**src/ppm_pkg.sv**
```systemverilog
package ppm_pkg;

	// Filter store geometry
	localparam int FILTER_DEPTH = 8;
	localparam int FD_AW = (FILTER_DEPTH > 1) ? $clog2(FILTER_DEPTH) : 1;
	localparam int FD_SW = 16 + FD_AW;

	// Divider: |num| < 2**26, |den| <= 65535
	localparam int DIV_NW = 27;
	localparam int DIV_DW = 16;
	localparam int DIV_CW = $clog2(DIV_NW);

	// Register indexes (paddr[4:2])
	localparam logic [2:0] REG_RANGE_HIGH  = 3'd0;
	localparam logic [2:0] REG_RANGE_LOW   = 3'd1;
	localparam logic [2:0] REG_TOP_EDGE    = 3'd2;
	localparam logic [2:0] REG_BOTTOM_EDGE = 3'd3;
	localparam logic [2:0] REG_LEFT_EDGE   = 3'd4;

	typedef enum logic [2:0] {
		TOP_IDLE,
		TOP_MUL,
		TOP_DIVGO,
		TOP_DIVW,
		TOP_FILTGO,
		TOP_FILTW,
		TOP_OUT
	} top_state_t;

	typedef enum logic [2:0] {
		AVG_IDLE,
		AVG_RD0,
		AVG_CHK,
		AVG_FILL,
		AVG_WR,
		AVG_SUM,
		AVG_TAIL,
		AVG_DONE
	} avg_state_t;

	typedef struct packed {
		logic              done;
		logic [DIV_NW-1:0] quo;
		logic              rem_nz;
	} div_rsp_t;

	typedef struct packed {
		logic        done;
		logic [15:0] avg;
	} avg_rsp_t;

endpackage

```
**src/ppm_div.sv**
```systemverilog
// Restoring unsigned divider, one quotient bit per cycle.
module ppm_div
	import ppm_pkg::*;
(
	input  logic              clk,
	input  logic              arst_n,
	input  logic              go,
	input  logic [DIV_NW-1:0] num,
	input  logic [DIV_DW-1:0] den,
	output div_rsp_t          rsp
);

	logic              busy_q;
	logic              done_q;
	logic [DIV_CW-1:0] cnt_q;
	logic [DIV_NW-1:0] quo_q;
	logic [DIV_DW-1:0] rem_q;
	logic [DIV_DW-1:0] den_q;
	logic [DIV_DW:0]   trial;
	logic              fits;

	// Shift in the next dividend bit and try to subtract
	assign trial = {rem_q, quo_q[DIV_NW-1]};
	assign fits  = trial >= {1'b0, den_q};

	// Control
	always_ff @(posedge clk or negedge arst_n) begin
		if (!arst_n) begin
			busy_q <= 1'b0;
			done_q <= 1'b0;
			cnt_q  <= '0;
		end else begin
			done_q <= 1'b0;
			if (go) begin
				busy_q <= 1'b1;
				cnt_q  <= DIV_CW'(DIV_NW - 1);
			end else if (busy_q) begin
				cnt_q <= cnt_q - 1'b1;
				if (cnt_q == '0) begin
					busy_q <= 1'b0;
					done_q <= 1'b1;
				end
			end
		end
	end

	// Datapath
	always_ff @(posedge clk) begin
		if (go) begin
			quo_q <= num;
			rem_q <= '0;
			den_q <= den;
		end else if (busy_q) begin
			quo_q <= {quo_q[DIV_NW-2:0], fits};
			rem_q <= fits ? DIV_DW'(trial - {1'b0, den_q}) : trial[DIV_DW-1:0];
		end
	end

	assign rsp.done   = done_q;
	assign rsp.quo    = quo_q;
	assign rsp.rem_nz = rem_q != '0;

endmodule

```
**src/ppm_avg.sv**
```systemverilog
// Box moving average over a small synchronous store.
// Entry 0 empty: fill all entries with the new value. Otherwise write at
// the pointer, then sweep all entries to form the sum.
module ppm_avg
	import ppm_pkg::*;
(
	input  logic        clk,
	input  logic        arst_n,
	input  logic        clr,
	input  logic        go,
	input  logic [15:0] value,
	output avg_rsp_t    rsp
);

	avg_state_t state_q, state_d;

	logic [15:0]       mem [FILTER_DEPTH];
	logic [FILTER_DEPTH-1:0] vld_q;
	logic [15:0]       rd_data_q;
	logic              rd_ok_q;
	logic              rd_pend_q;
	logic [15:0]       rd_val;

	logic              we;
	logic [FD_AW-1:0]  wa;
	logic [FD_AW-1:0]  ra;
	logic              rd_issue;

	logic [FD_AW-1:0]  idx_q;
	logic [FD_AW-1:0]  wp_q;
	logic [FD_SW-1:0]  acc_q;
	logic [15:0]       val_q;
	logic              fill_q;
	logic              idx_last;

	assign rd_val   = rd_ok_q ? rd_data_q : 16'd0;
	assign idx_last = idx_q == FD_AW'(FILTER_DEPTH - 1);

	// Next state
	always_comb begin
		state_d = state_q;
		case (state_q)
			AVG_IDLE: if (go) state_d = AVG_RD0;
			AVG_RD0:  state_d = AVG_CHK;
			AVG_CHK:  state_d = (rd_val == 16'd0) ? AVG_FILL : AVG_WR;
			AVG_FILL: if (idx_last) state_d = AVG_DONE;
			AVG_WR:   state_d = AVG_SUM;
			AVG_SUM:  if (idx_last) state_d = AVG_TAIL;
			AVG_TAIL: state_d = AVG_DONE;
			AVG_DONE: state_d = AVG_IDLE;
			default:  state_d = AVG_IDLE;
		endcase
	end

	// Memory controls
	always_comb begin
		we       = 1'b0;
		wa       = idx_q;
		ra       = idx_q;
		rd_issue = 1'b0;
		case (state_q)
			AVG_RD0: ra = '0;
			AVG_FILL: begin
				we = 1'b1;
				wa = idx_q;
			end
			AVG_WR: begin
				we = 1'b1;
				wa = wp_q;
			end
			AVG_SUM: rd_issue = 1'b1;
			default: ;
		endcase
	end

	always_ff @(posedge clk or negedge arst_n) begin
		if (!arst_n) state_q <= AVG_IDLE;
		else state_q <= state_d;
	end

	// Store, registered read
	always_ff @(posedge clk) begin
		if (we) mem[wa] <= val_q;
		rd_data_q <= mem[ra];
	end

	// Valid bits: an entry never written since the last clear reads as zero
	always_ff @(posedge clk or negedge arst_n) begin
		if (!arst_n) begin
			vld_q     <= '0;
			rd_ok_q   <= 1'b0;
			rd_pend_q <= 1'b0;
			wp_q      <= '0;
		end else begin
			if (clr) vld_q <= '0;
			else if (we) vld_q[wa] <= 1'b1;
			rd_ok_q   <= vld_q[ra];
			rd_pend_q <= rd_issue;
			if (state_q == AVG_WR)
				wp_q <= (wp_q == FD_AW'(FILTER_DEPTH - 1)) ? '0 : wp_q + 1'b1;
		end
	end

	// Sequencing datapath
	always_ff @(posedge clk) begin
		if (state_q == AVG_IDLE && go) val_q <= value;
		case (state_q)
			AVG_CHK: begin
				idx_q  <= '0;
				fill_q <= rd_val == 16'd0;
			end
			AVG_WR:   idx_q <= '0;
			AVG_FILL: idx_q <= idx_q + 1'b1;
			AVG_SUM:  idx_q <= idx_q + 1'b1;
			default: ;
		endcase
		if (state_q == AVG_WR) acc_q <= '0;
		else if (rd_pend_q) acc_q <= acc_q + FD_SW'(rd_val);
	end

	assign rsp.done = state_q == AVG_DONE;
	assign rsp.avg  = fill_q ? val_q : 16'(acc_q / FD_SW'(FILTER_DEPTH));

endmodule

```
**src/plot_point_mapper.sv**
```systemverilog
// One item at a time: a new input item is taken only after the result of the last
// has been loaded into the output register. The 27-step divider and the sweep
// over the filter store take most of the time per item, and output stalls add
// to it; matching range bounds skip the divider, and a store refill skips the sum sweep.
// Reset: registers return to their defaults, filter store reads as empty,
// write pointer and column count are zero, no result pending.
module plot_point_mapper
	import ppm_pkg::*;
(
	input  logic        clk,
	input  logic        arst_n,
	// APB configuration
	input  logic        psel,
	input  logic        penable,
	input  logic        pwrite,
	input  logic [4:0]  paddr,
	input  logic [31:0] pwdata,
	output logic [31:0] prdata,
	output logic        pready,
	// input items
	input  logic        s_axis_tvalid,
	output logic        s_axis_tready,
	input  logic [15:0] s_axis_tdata,  // [15:0] sample
	input  logic        s_axis_tuser,  // [0] start_of_pass
	// result items
	output logic        m_axis_tvalid,
	input  logic        m_axis_tready,
	output logic [23:0] m_axis_tdata   // [10:0] x_pixel, [20:11] y_pixel, rest zero
);

	top_state_t state_q, state_d;

	logic [15:0] high_q, low_q;
	logic [9:0]  top_q, bot_q, left_q;
	logic [9:0]  col_q, col_next;

	logic        accept;
	logic        cfg_we;
	logic [2:0]  cfg_idx;

	logic [15:0]        sample_q;
	logic [10:0]        x_q;
	logic signed [27:0] num_q;
	logic signed [16:0] den_q;
	logic [15:0]        mapped_q;
	logic [9:0]         y_q;

	logic signed [16:0] diff_c;
	logic signed [10:0] span_c;
	logic signed [27:0] num_c;
	logic signed [16:0] den_c;
	logic [DIV_NW-1:0]  num_mag;
	logic [DIV_DW-1:0]  den_mag;
	logic [27:0]        q_abs, q_fl;
	logic               q_neg;
	logic [15:0]        y1;

	logic     div_go, avg_go, load_out;
	div_rsp_t div_rsp;
	avg_rsp_t avg_rsp;

	logic        m_valid_q;
	logic [23:0] m_data_q;

	// Configuration port
	assign pready  = 1'b1;
	assign cfg_idx = paddr[4:2];
	assign cfg_we  = psel & penable & pwrite & pready;

	always_ff @(posedge clk or negedge arst_n) begin
		if (!arst_n) begin
			high_q <= 16'd10500;
			low_q  <= 16'd9500;
			top_q  <= 10'd75;
			bot_q  <= 10'd315;
			left_q <= 10'd70;
		end else if (cfg_we) begin
			case (cfg_idx)
				REG_RANGE_HIGH:  high_q <= pwdata[15:0];
				REG_RANGE_LOW:   low_q  <= pwdata[15:0];
				REG_TOP_EDGE:    top_q  <= pwdata[9:0];
				REG_BOTTOM_EDGE: bot_q  <= pwdata[9:0];
				REG_LEFT_EDGE:   left_q <= pwdata[9:0];
				default: ;
			endcase
		end
	end

	always_comb begin
		case (cfg_idx)
			REG_RANGE_HIGH:  prdata = {16'd0, high_q};
			REG_RANGE_LOW:   prdata = {16'd0, low_q};
			REG_TOP_EDGE:    prdata = {22'd0, top_q};
			REG_BOTTOM_EDGE: prdata = {22'd0, bot_q};
			REG_LEFT_EDGE:   prdata = {22'd0, left_q};
			default:         prdata = 32'd0;
		endcase
	end

	// Next state
	always_comb begin
		state_d = state_q;
		case (state_q)
			TOP_IDLE:   if (s_axis_tvalid) state_d = TOP_MUL;
			TOP_MUL:    state_d = TOP_DIVGO;
			TOP_DIVGO:  state_d = (den_q == '0) ? TOP_FILTGO : TOP_DIVW;
			TOP_DIVW:   if (div_rsp.done) state_d = TOP_FILTGO;
			TOP_FILTGO: state_d = TOP_FILTW;
			TOP_FILTW:  if (avg_rsp.done) state_d = TOP_OUT;
			TOP_OUT:    if (!m_valid_q || m_axis_tready) state_d = TOP_IDLE;
			default:    state_d = TOP_IDLE;
		endcase
	end

	// Outputs of the sequencer
	always_comb begin
		s_axis_tready = 1'b0;
		div_go        = 1'b0;
		avg_go        = 1'b0;
		load_out      = 1'b0;
		case (state_q)
			TOP_IDLE:   s_axis_tready = 1'b1;
			TOP_DIVGO:  div_go = den_q != '0;
			TOP_FILTGO: avg_go = 1'b1;
			TOP_OUT:    load_out = !m_valid_q || m_axis_tready;
			default: ;
		endcase
	end

	always_ff @(posedge clk or negedge arst_n) begin
		if (!arst_n) state_q <= TOP_IDLE;
		else state_q <= state_d;
	end

	assign accept   = s_axis_tvalid & s_axis_tready;
	assign col_next = s_axis_tuser ? 10'd0 : col_q;

	// Column count advances per accepted item
	always_ff @(posedge clk or negedge arst_n) begin
		if (!arst_n) col_q <= '0;
		else if (accept) col_q <= col_next + 10'd1;
	end

	// Linear map: product and range width
	assign diff_c = $signed({1'b0, sample_q}) - $signed({1'b0, low_q});
	assign span_c = $signed({1'b0, top_q}) - $signed({1'b0, bot_q});
	assign num_c  = 28'(diff_c) * 28'(span_c);
	assign den_c  = $signed({1'b0, high_q}) - $signed({1'b0, low_q});

	assign num_mag = num_q[27] ? DIV_NW'(-num_q) : num_q[DIV_NW-1:0];
	assign den_mag = den_q[16] ? DIV_DW'(-den_q) : den_q[DIV_DW-1:0];

	// Floor correction on the magnitude quotient
	assign q_neg = num_q[27] ^ den_q[16];
	assign q_abs = {1'b0, div_rsp.quo};
	assign q_fl  = q_neg ? (28'd0 - q_abs - 28'(div_rsp.rem_nz)) : q_abs;

	// Clamp: top first, then bottom
	assign y1 = (avg_rsp.avg < {6'd0, top_q}) ? {6'd0, top_q} : avg_rsp.avg;

	always_ff @(posedge clk) begin
		if (accept) begin
			sample_q <= s_axis_tdata;
			x_q      <= 11'(left_q) + 11'(col_next);
		end
		if (state_q == TOP_MUL) begin
			num_q <= num_c;
			den_q <= den_c;
		end
		if (state_q == TOP_DIVGO && den_q == '0) mapped_q <= {6'd0, bot_q};
		if (state_q == TOP_DIVW && div_rsp.done) mapped_q <= 16'(q_fl + 28'(bot_q));
		if (state_q == TOP_FILTW && avg_rsp.done)
			y_q <= (y1 > {6'd0, bot_q}) ? bot_q : y1[9:0];
	end

	ppm_div u_div (
		.clk    (clk),
		.arst_n (arst_n),
		.go     (div_go),
		.num    (num_mag),
		.den    (den_mag),
		.rsp    (div_rsp)
	);

	ppm_avg u_avg (
		.clk    (clk),
		.arst_n (arst_n),
		.clr    (accept & s_axis_tuser),
		.go     (avg_go),
		.value  (mapped_q),
		.rsp    (avg_rsp)
	);

	// Output register
	always_ff @(posedge clk or negedge arst_n) begin
		if (!arst_n) m_valid_q <= 1'b0;
		else if (load_out) m_valid_q <= 1'b1;
		else if (m_axis_tready) m_valid_q <= 1'b0;
	end

	always_ff @(posedge clk) begin
		if (load_out) m_data_q <= {3'd0, y_q, x_q};
	end

	assign m_axis_tvalid = m_valid_q;
	assign m_axis_tdata  = m_data_q;

	// Checks
	a_div_done_waited: assert property (@(posedge clk) disable iff (!arst_n)
		div_rsp.done |-> state_q == TOP_DIVW)
		else $error("divider finished outside its wait state");

	a_avg_done_waited: assert property (@(posedge clk) disable iff (!arst_n)
		avg_rsp.done |-> state_q == TOP_FILTW)
		else $error("filter finished outside its wait state");

	a_one_at_a_time: assert property (@(posedge clk) disable iff (!arst_n)
		accept |=> !s_axis_tready)
		else $error("second item accepted while one is in work");

	a_y_in_rows: assert property (@(posedge clk) disable iff (!arst_n)
		(m_axis_tvalid && top_q <= bot_q) |->
		(m_axis_tdata[20:11] >= top_q && m_axis_tdata[20:11] <= bot_q))
		else $error("y outside graph rows");

endmodule

```
**config.mk**
```make
export PLATFORM = sky130hd
export DESIGN_NAME = plot_point_mapper
export DESIGN_NICKNAME = d
export VERILOG_FILES = /design/src/ppm_pkg.sv /design/src/ppm_div.sv /design/src/ppm_avg.sv /design/src/plot_point_mapper.sv
export SDC_FILE = /design/constraint.sdc
export NUM_CORES = 1
export LEC_CHECK = 0
export ABC_CLOCK_PERIOD_IN_PS = 8300
export BUFFER_PORTS_ARGS = -buffer_cell sky130_fd_sc_hd__buf_2
export CORE_MARGIN = 2
export CORE_UTILIZATION = 45
export DETAILED_ROUTE_END_ITERATION = 16
export GPL_ROUTABILITY_DRIVEN = 0
export GPL_TIMING_DRIVEN = 0
export PLACE_DENSITY = 0.65
export SYNTH_ARGS = -nofsm -noshare
export SYNTH_HDL_FRONTEND = slang
export SYNTH_HIERARCHICAL = 1
export SYNTH_SLANG_ARGS = --single-unit
```
**constraint.sdc**
```tcl
create_clock -name clk -period 8.3 [get_ports clk]
set_input_delay 1.245 -clock clk [delete_from_list [all_inputs] [get_ports clk]]
set_output_delay 1.245 -clock clk [all_outputs]
set_load 0.03 [all_outputs]
```
* Word level (Yosys, flattened, before mapping) *
Memory sizes are Yosys's and may differ from the RTL's. A register that Yosys moved wholly into a read port is not among the register bits.
Cells that the tools add are included.

cells by class
  reduce and logical (&&, ||, !) cells = 30
  $mul = 1
  add/sub/neg operators = 15
  muxes and demuxes = 53
  order comparisons = 6
  bitwise operators = 6
  eq/ne operators = 26

operators with widths
  operator              count
  $mux W16              8
  $mux W27              3
  $pmux W16 S5          1
  $mux W3               12
  $sub A16 B16 Y17      2
  $eq A3 B3 Y1 const B  10
  $mul A17 B11 Y28      1
  $neg A27 Y27          1
  $pmux W3 S8           1
  $pmux W3 S7           1
  $mux W10              2
  $add A19 B16 Y19      1
  $eq A3 B2 Y1 const B  6
  $mux W1               18
  $ge A17 B16 Y1        1
  $logic_not A17 Y1     1
  $reduce_bool A17 Y1   1
  $add A16 B10 Y16      1
  $gt A16 B10 Y1        1
  $logic_not A16 Y1     1
  $lt A16 B10 Y1        1
  $mux W8               2
  $neg A16 Y16          1
  $reduce_bool A16 Y1   1
  other kinds (30)      59

storage, ports and cells
  flip-flop bits (word level) = 316
  bits of input ports = 61
  memory bits (writable) = 128
  output and inout bits = 59
  memories kept = 1

memory list
  name       words  bits a word  read ports  clocked after memory_dff  write ports  line           text
  u_avg.mem  8      16           1           1                         1            ppm_avg.sv:17  logic [15:0] mem [FILTER_DEPTH];

* Logic depth before layout (Yosys ltp) *
  word-level depth = 9
  mapped depth = 34

* Cells and area by module *
Netlist, hierarchy kept.

by module, submodules not included
  module             times used  area each (um2)  seq. area each (um2)  cells each
  plot_point_mapper  1           19,248.5         5,504.0               2,009
  ppm_avg            1           8,800.9          5,545.3               656
  ppm_div            1           3,633.5          1,786.7               337

* Worst setup path before layout *
No wires, ideal clock.

  path type = register to register
  from = register bot_q[1]
  to = register num_q[27], data pin
  path buffers = 1
  cell stages (with the launch flop) = 30
  slack = 340 ps
  setup time = 260 ps
  data arrival time = 7,700 ps
  clock period less this slack = 7,960 ps
  path through = dfstp_2 inv_1 ha_1 nor2b_1 o21ai_0 a21boi_0 o21ai_0 a21o_1 a21oi_1 nor3b_1 clkbuf_1 or2_2 fa_1 fa_1 inv_1 fa_1 fa_1 inv_1 fa_1 inv_1 ha_1 a211oi_1 o211ai_1 a221oi_1 o21ai_0 a221oi_1 o211ai_1 a41o_1 a21oi_1 xnor2_1

on the way
  cells in the longest elaborated chain, start to end = 2

ends and longest elaborated chain
  element                 line                      text
  start, declared         plot_point_mapper.sv:34   logic [9:0] top_q, bot_q, left_q;
  start signal, assigned  plot_point_mapper.sv:82   REG_BOTTOM_EDGE: bot_q <= pwdata[9:0];
  $sub A10 B10 Y11        plot_point_mapper.sv:146  assign span_c = $signed({1'b0, top_q}) - $signed({1'b0, bot_q});
  $mul A17 B11 Y28        plot_point_mapper.sv:147  assign num_c = 28'(diff_c) * 28'(span_c);
  net num_c[27]           plot_point_mapper.sv:50   logic signed [27:0] num_c;
  end signal, assigned    plot_point_mapper.sv:167  num_q <= num_c;
  end, declared           plot_point_mapper.sv:43   logic signed [27:0] num_q;

The timed path passes the listed nets, and every way through them passes these cells.
A chain may end at the register's enable or synchronous reset.

* Worst setup path after layout *
  from = register bot_q[0]
  to = register num_q[25], data pin

Same word-level chain as after synthesis.

==> results.py <==
metrics = {
    "grt": {
        "track_usage": 0.2129,
        "antenna_found_initial": 0,
        "grt_use_met3": 0.02654,
        "grt_busiest_layer": "met2",
        "grt_max_degree": 59,
        "grt_pass1_vias": 22180,
        "use_met2": 0.3606,
        "overflow": 0,
        "grtUsageMet1": 0.2900,
        "grt_pass1_wl_um": 123100,
    },
    "synthesis": {
        "synthTopCellsByCount": "340 x inv_1, 310 x edfxtp_1, 288 x nand2_1",
        "ys_seq_elements": 460,
        "synth_seq_area_share": 0.4051,
        "yosysTopAreaCell": "edfxtp_1",
        "synth_flop_cell": "edfxtp_1",
        "synth_area_leaders": "edfxtp_1 29%, fa_1 11%, ha_1 7.9%",
        "avgSynthCellArea_sq_um": 10.55,
        "ys_warn_count": 6,
        "synth_edf_count": 310,
        "syn_inst": 3002,
        "synth_cell_types": 100,
        "yosysMostFrequentCell": "inv_1",
        "async_flop_share": 0.2152,
        "syn-cell-area_sq_mm": 0.03168,
        "synth_top_area_share": 0.2938,
    },
    "route": {
        "drt-pass1-iter-count": 5,
        "wl_um": 77460,
        "wl_per_cell_um": 18.58,
        "vias": 22317,
        "routed_via_density": 5.354,
        "drc": 0,
        "drt_iter0_drc": 1430,
        "ant_nets": 0,
    },
    "floorplan": {
        "die_width_um": 269.3,
        "die-area_sq_mm": 0.07254,
        "core_area_sq_mm": 0.06991,
        "fp.dieH_um": 269.3,
        "io_pins": 120,
        "start_util": 0.4532,
        "core.rowCount": 97,
    },
    "critical_path": {
        "worstSetupPathType": "flip-flop to flip-flop",
        "endpoint_kind": "flip-flop",
        "start_kind": "flip-flop",
        "crit_fanout": 10,
        "r2r_start": "bot_q[0]$_DFFE_PN1P_",
        "ff2ff_setup_slack_ns": 0.31,
        "r2r_cells": 25,
        "rr_endpoint": "num_q[25]$_DFFE_PP_",
        "arrival_ns": 8.31,
        "required_ns": 8.63,
    },
    "timing": {
        "slew_violations": 0,
        "post-route-period-util": 0.9621,
        "worst_pin_slew_ns": 1.294,
        "fin_skew_ns": 0.02301,
        "timing.final.crit_period_ns": 7.985,
        "fmax_mhz": 125.2,
        "setup_viol": 0,
        "hold_viol": 0,
        "max_slew_margin": 0.1366,
    },
    "clock_network": {
        "root_buffer": "clkbuf_16",
        "ctsHoldBuffers": 0,
        "cts-htree-levels": 2,
        "path_clk_slew_ns": 0.06,
        "clock_latency_ns": 0.61,
        "cts_buffers": 50,
        "tritoncts": "yes",
        "cts.sink_count": 460,
        "cts_buffer_depth": 3,
    },
    "hold_path": {
        "holdPathStages": 0,
        "min_from": "mapped_q[9]$_DFFE_PP_",
        "hold_path.class": "flip-flop to flip-flop",
        "whs_endpoint": "u_avg/val_q[9]$_DFFE_PP_",
    },
    "finish": {
        "instances_no_fill": 4168,
        "drive_above_1_share": 0.1540,
        "nFillCells": 6392,
        "antenna_cells": 0,
        "syn_to_final_growth_pct": 12.80,
        "final_nets": 3625,
    },
    "run": {
        "cap_violations": 0,
    },
    "outcome": {
        "status": "completed",
    },
    "placed_design": {
        "dp_cells": 4055,
        "portBuffers": 80,
        "detailed_place_hpwl_um": 60370,
    },
}
==> area by class of cell <==
| type | instances | area (sq um) | area share |
|---|---|---|---|
| clock inverters | 27 | 336.6 | 0.009418 |
| multi-input cells | 2092 | 17300 | 0.4841 |
| inverters | 342 | 1286 | 0.03599 |
| clock buffers | 66 | 1383 | 0.03869 |
| plain buffers | 122 | 624.3 | 0.01747 |
| repair buffers | 119 | 794.5 | 0.02223 |
| flip-flops and latches | 460 | 12840 | 0.3592 |
| well taps | 940 | 1176 | 0.03291 |
==> through the flow <==
| stage | hold slack, ns | utilization | cell area [sq um] | worst slack [ns] | TNS [ns] |
|---|---|---|---|---|---|
| 5_1_grt | 0.4251 | 0.5112 | 35740 | -0.04093 | -0.04315 |
| 6_report | 0.4167 | 0.5112 | 35740 | 0.3146 | 0 |
| 4_1_cts | 0.4177 | 0.5076 | 35490 | 0.0009104 | 0 |
| 3_5_place_dp | 0.4045 | 0.4804 | 33580 | -1.438 | -7.252 |
| 3_3_place_gp | 0.4005 | 0.4767 | 33330 | -1.848 | -11.94 |
| 2_1_floorplan | 0.4003 | - | 31750 | 0.3398 | 0 |
==> repair_timing <==
item / CTS / global route
pin swaps: 7 / 8
setup endpoints to repair: 12 / 6
setup buffers: 10 / 14
gates resized for setup: 29 / 45
cloned: 0 / 0
==> flip-flops by register name (all words and copies together) (netlist names), 5 cells and up <==
name,flops
u_div/quo_q,27
mapped_q,16
x_q,11
left_q,10
high_q,16
u_avg/acc_q,19
m_axis_tdata,21
top_q,10
u_avg/vld_q,8
sample_q,16
num_q,28
den_q,17
y_q,10
u_div/den_q,16
bot_q,10
u_avg/val_q,16
low_q,16
u_avg/mem,128
u_avg/rd_data_q,16
u_div/cnt_q,5
u_div/rem_q,16
col_q,10
==> per-layer routing <==
metal,wire [um],vias up
met1,34580,10922
met3,3993,109
met2,37120,541
li1,-,10745
met5,0,-
met4,1765,0
==> worst max-delay path by stage <==
stage | slack (ns) | to | cells after the start | start
after global routing | -0.04 | num_q[25]$_DFFE_PP_ | 33 | top_q[0]$_DFFE_PN1P_
after CTS | 0.0009 | num_q[26]$_DFFE_PP_ | 29 | low_q[2]$_DFFE_PN1P_
after detailed placement | -1.44 | num_q[27]$_DFFE_PP_ | 29 | bot_q[1]$_DFFE_PN1P_
after floorplan | 0.34 | num_q[27]$_DFFE_PP_ | 29 | bot_q[1]$_DFFE_PN1P_
final | 0.31 | num_q[25]$_DFFE_PP_ | 25 | bot_q[0]$_DFFE_PN1P_
after global placement | -1.85 | num_q[27]$_DFFE_PP_ | 29 | bot_q[1]$_DFFE_PN1P_
==> worst max-delay path, cell delays in order (launching register included) <==
cell and delay [ns]:
dfstp_2 0.56, ha_1 0.16, inv_1 0.05, fa_1 0.39, xor2_1 0.87, clkbuf_1 0.48
nand2_1 0.13, fa_1 0.48, fa_1 0.51, inv_1 0.05, fa_1 0.48, fa_1 0.54
inv_1 0.05, fa_1 0.52, inv_1 0.04, ha_2 0.31, a211oi_2 0.20, o211ai_1 0.17
a221oi_2 0.34, o21ai_2 0.15, a221oi_2 0.32, o211ai_1 0.24, buf_4 0.19, a21o_1 0.17
a21oi_1 0.17, xnor2_1 0.12
==> placed cells by master, fill, tap and decap left out, types with 52 or more instances in the layout <==
master and n:
nor2_1 173, buf_2 96, fa_1 178, o21ai_0 126, xnor2_1 99, and2_1 52, edfxtp_1 310, ha_1 198
mux2_2 114, dfrtp_1 76, nand2_1 287, inv_1 339, clkbuf_1 64, a21oi_1 122
==> cells by family (layout without fill, tap and decap cells) <==
logic type	after synthesis	in the layout	synth area share
buf+inv	468	676	0.05999
compound gates	562	562	0.1134
flops	460	460	0.4051
fa+ha+maj	377	377	0.1911
xor+xnor	157	157	0.04340
other cells	2	20	0.0002370
simple gates	821	821	0.1269
mux	155	155	0.05987
Power is left out: the tool's default activity adds up to more than one toggle a clock period on the data nets, which glitch-free logic cannot reach.
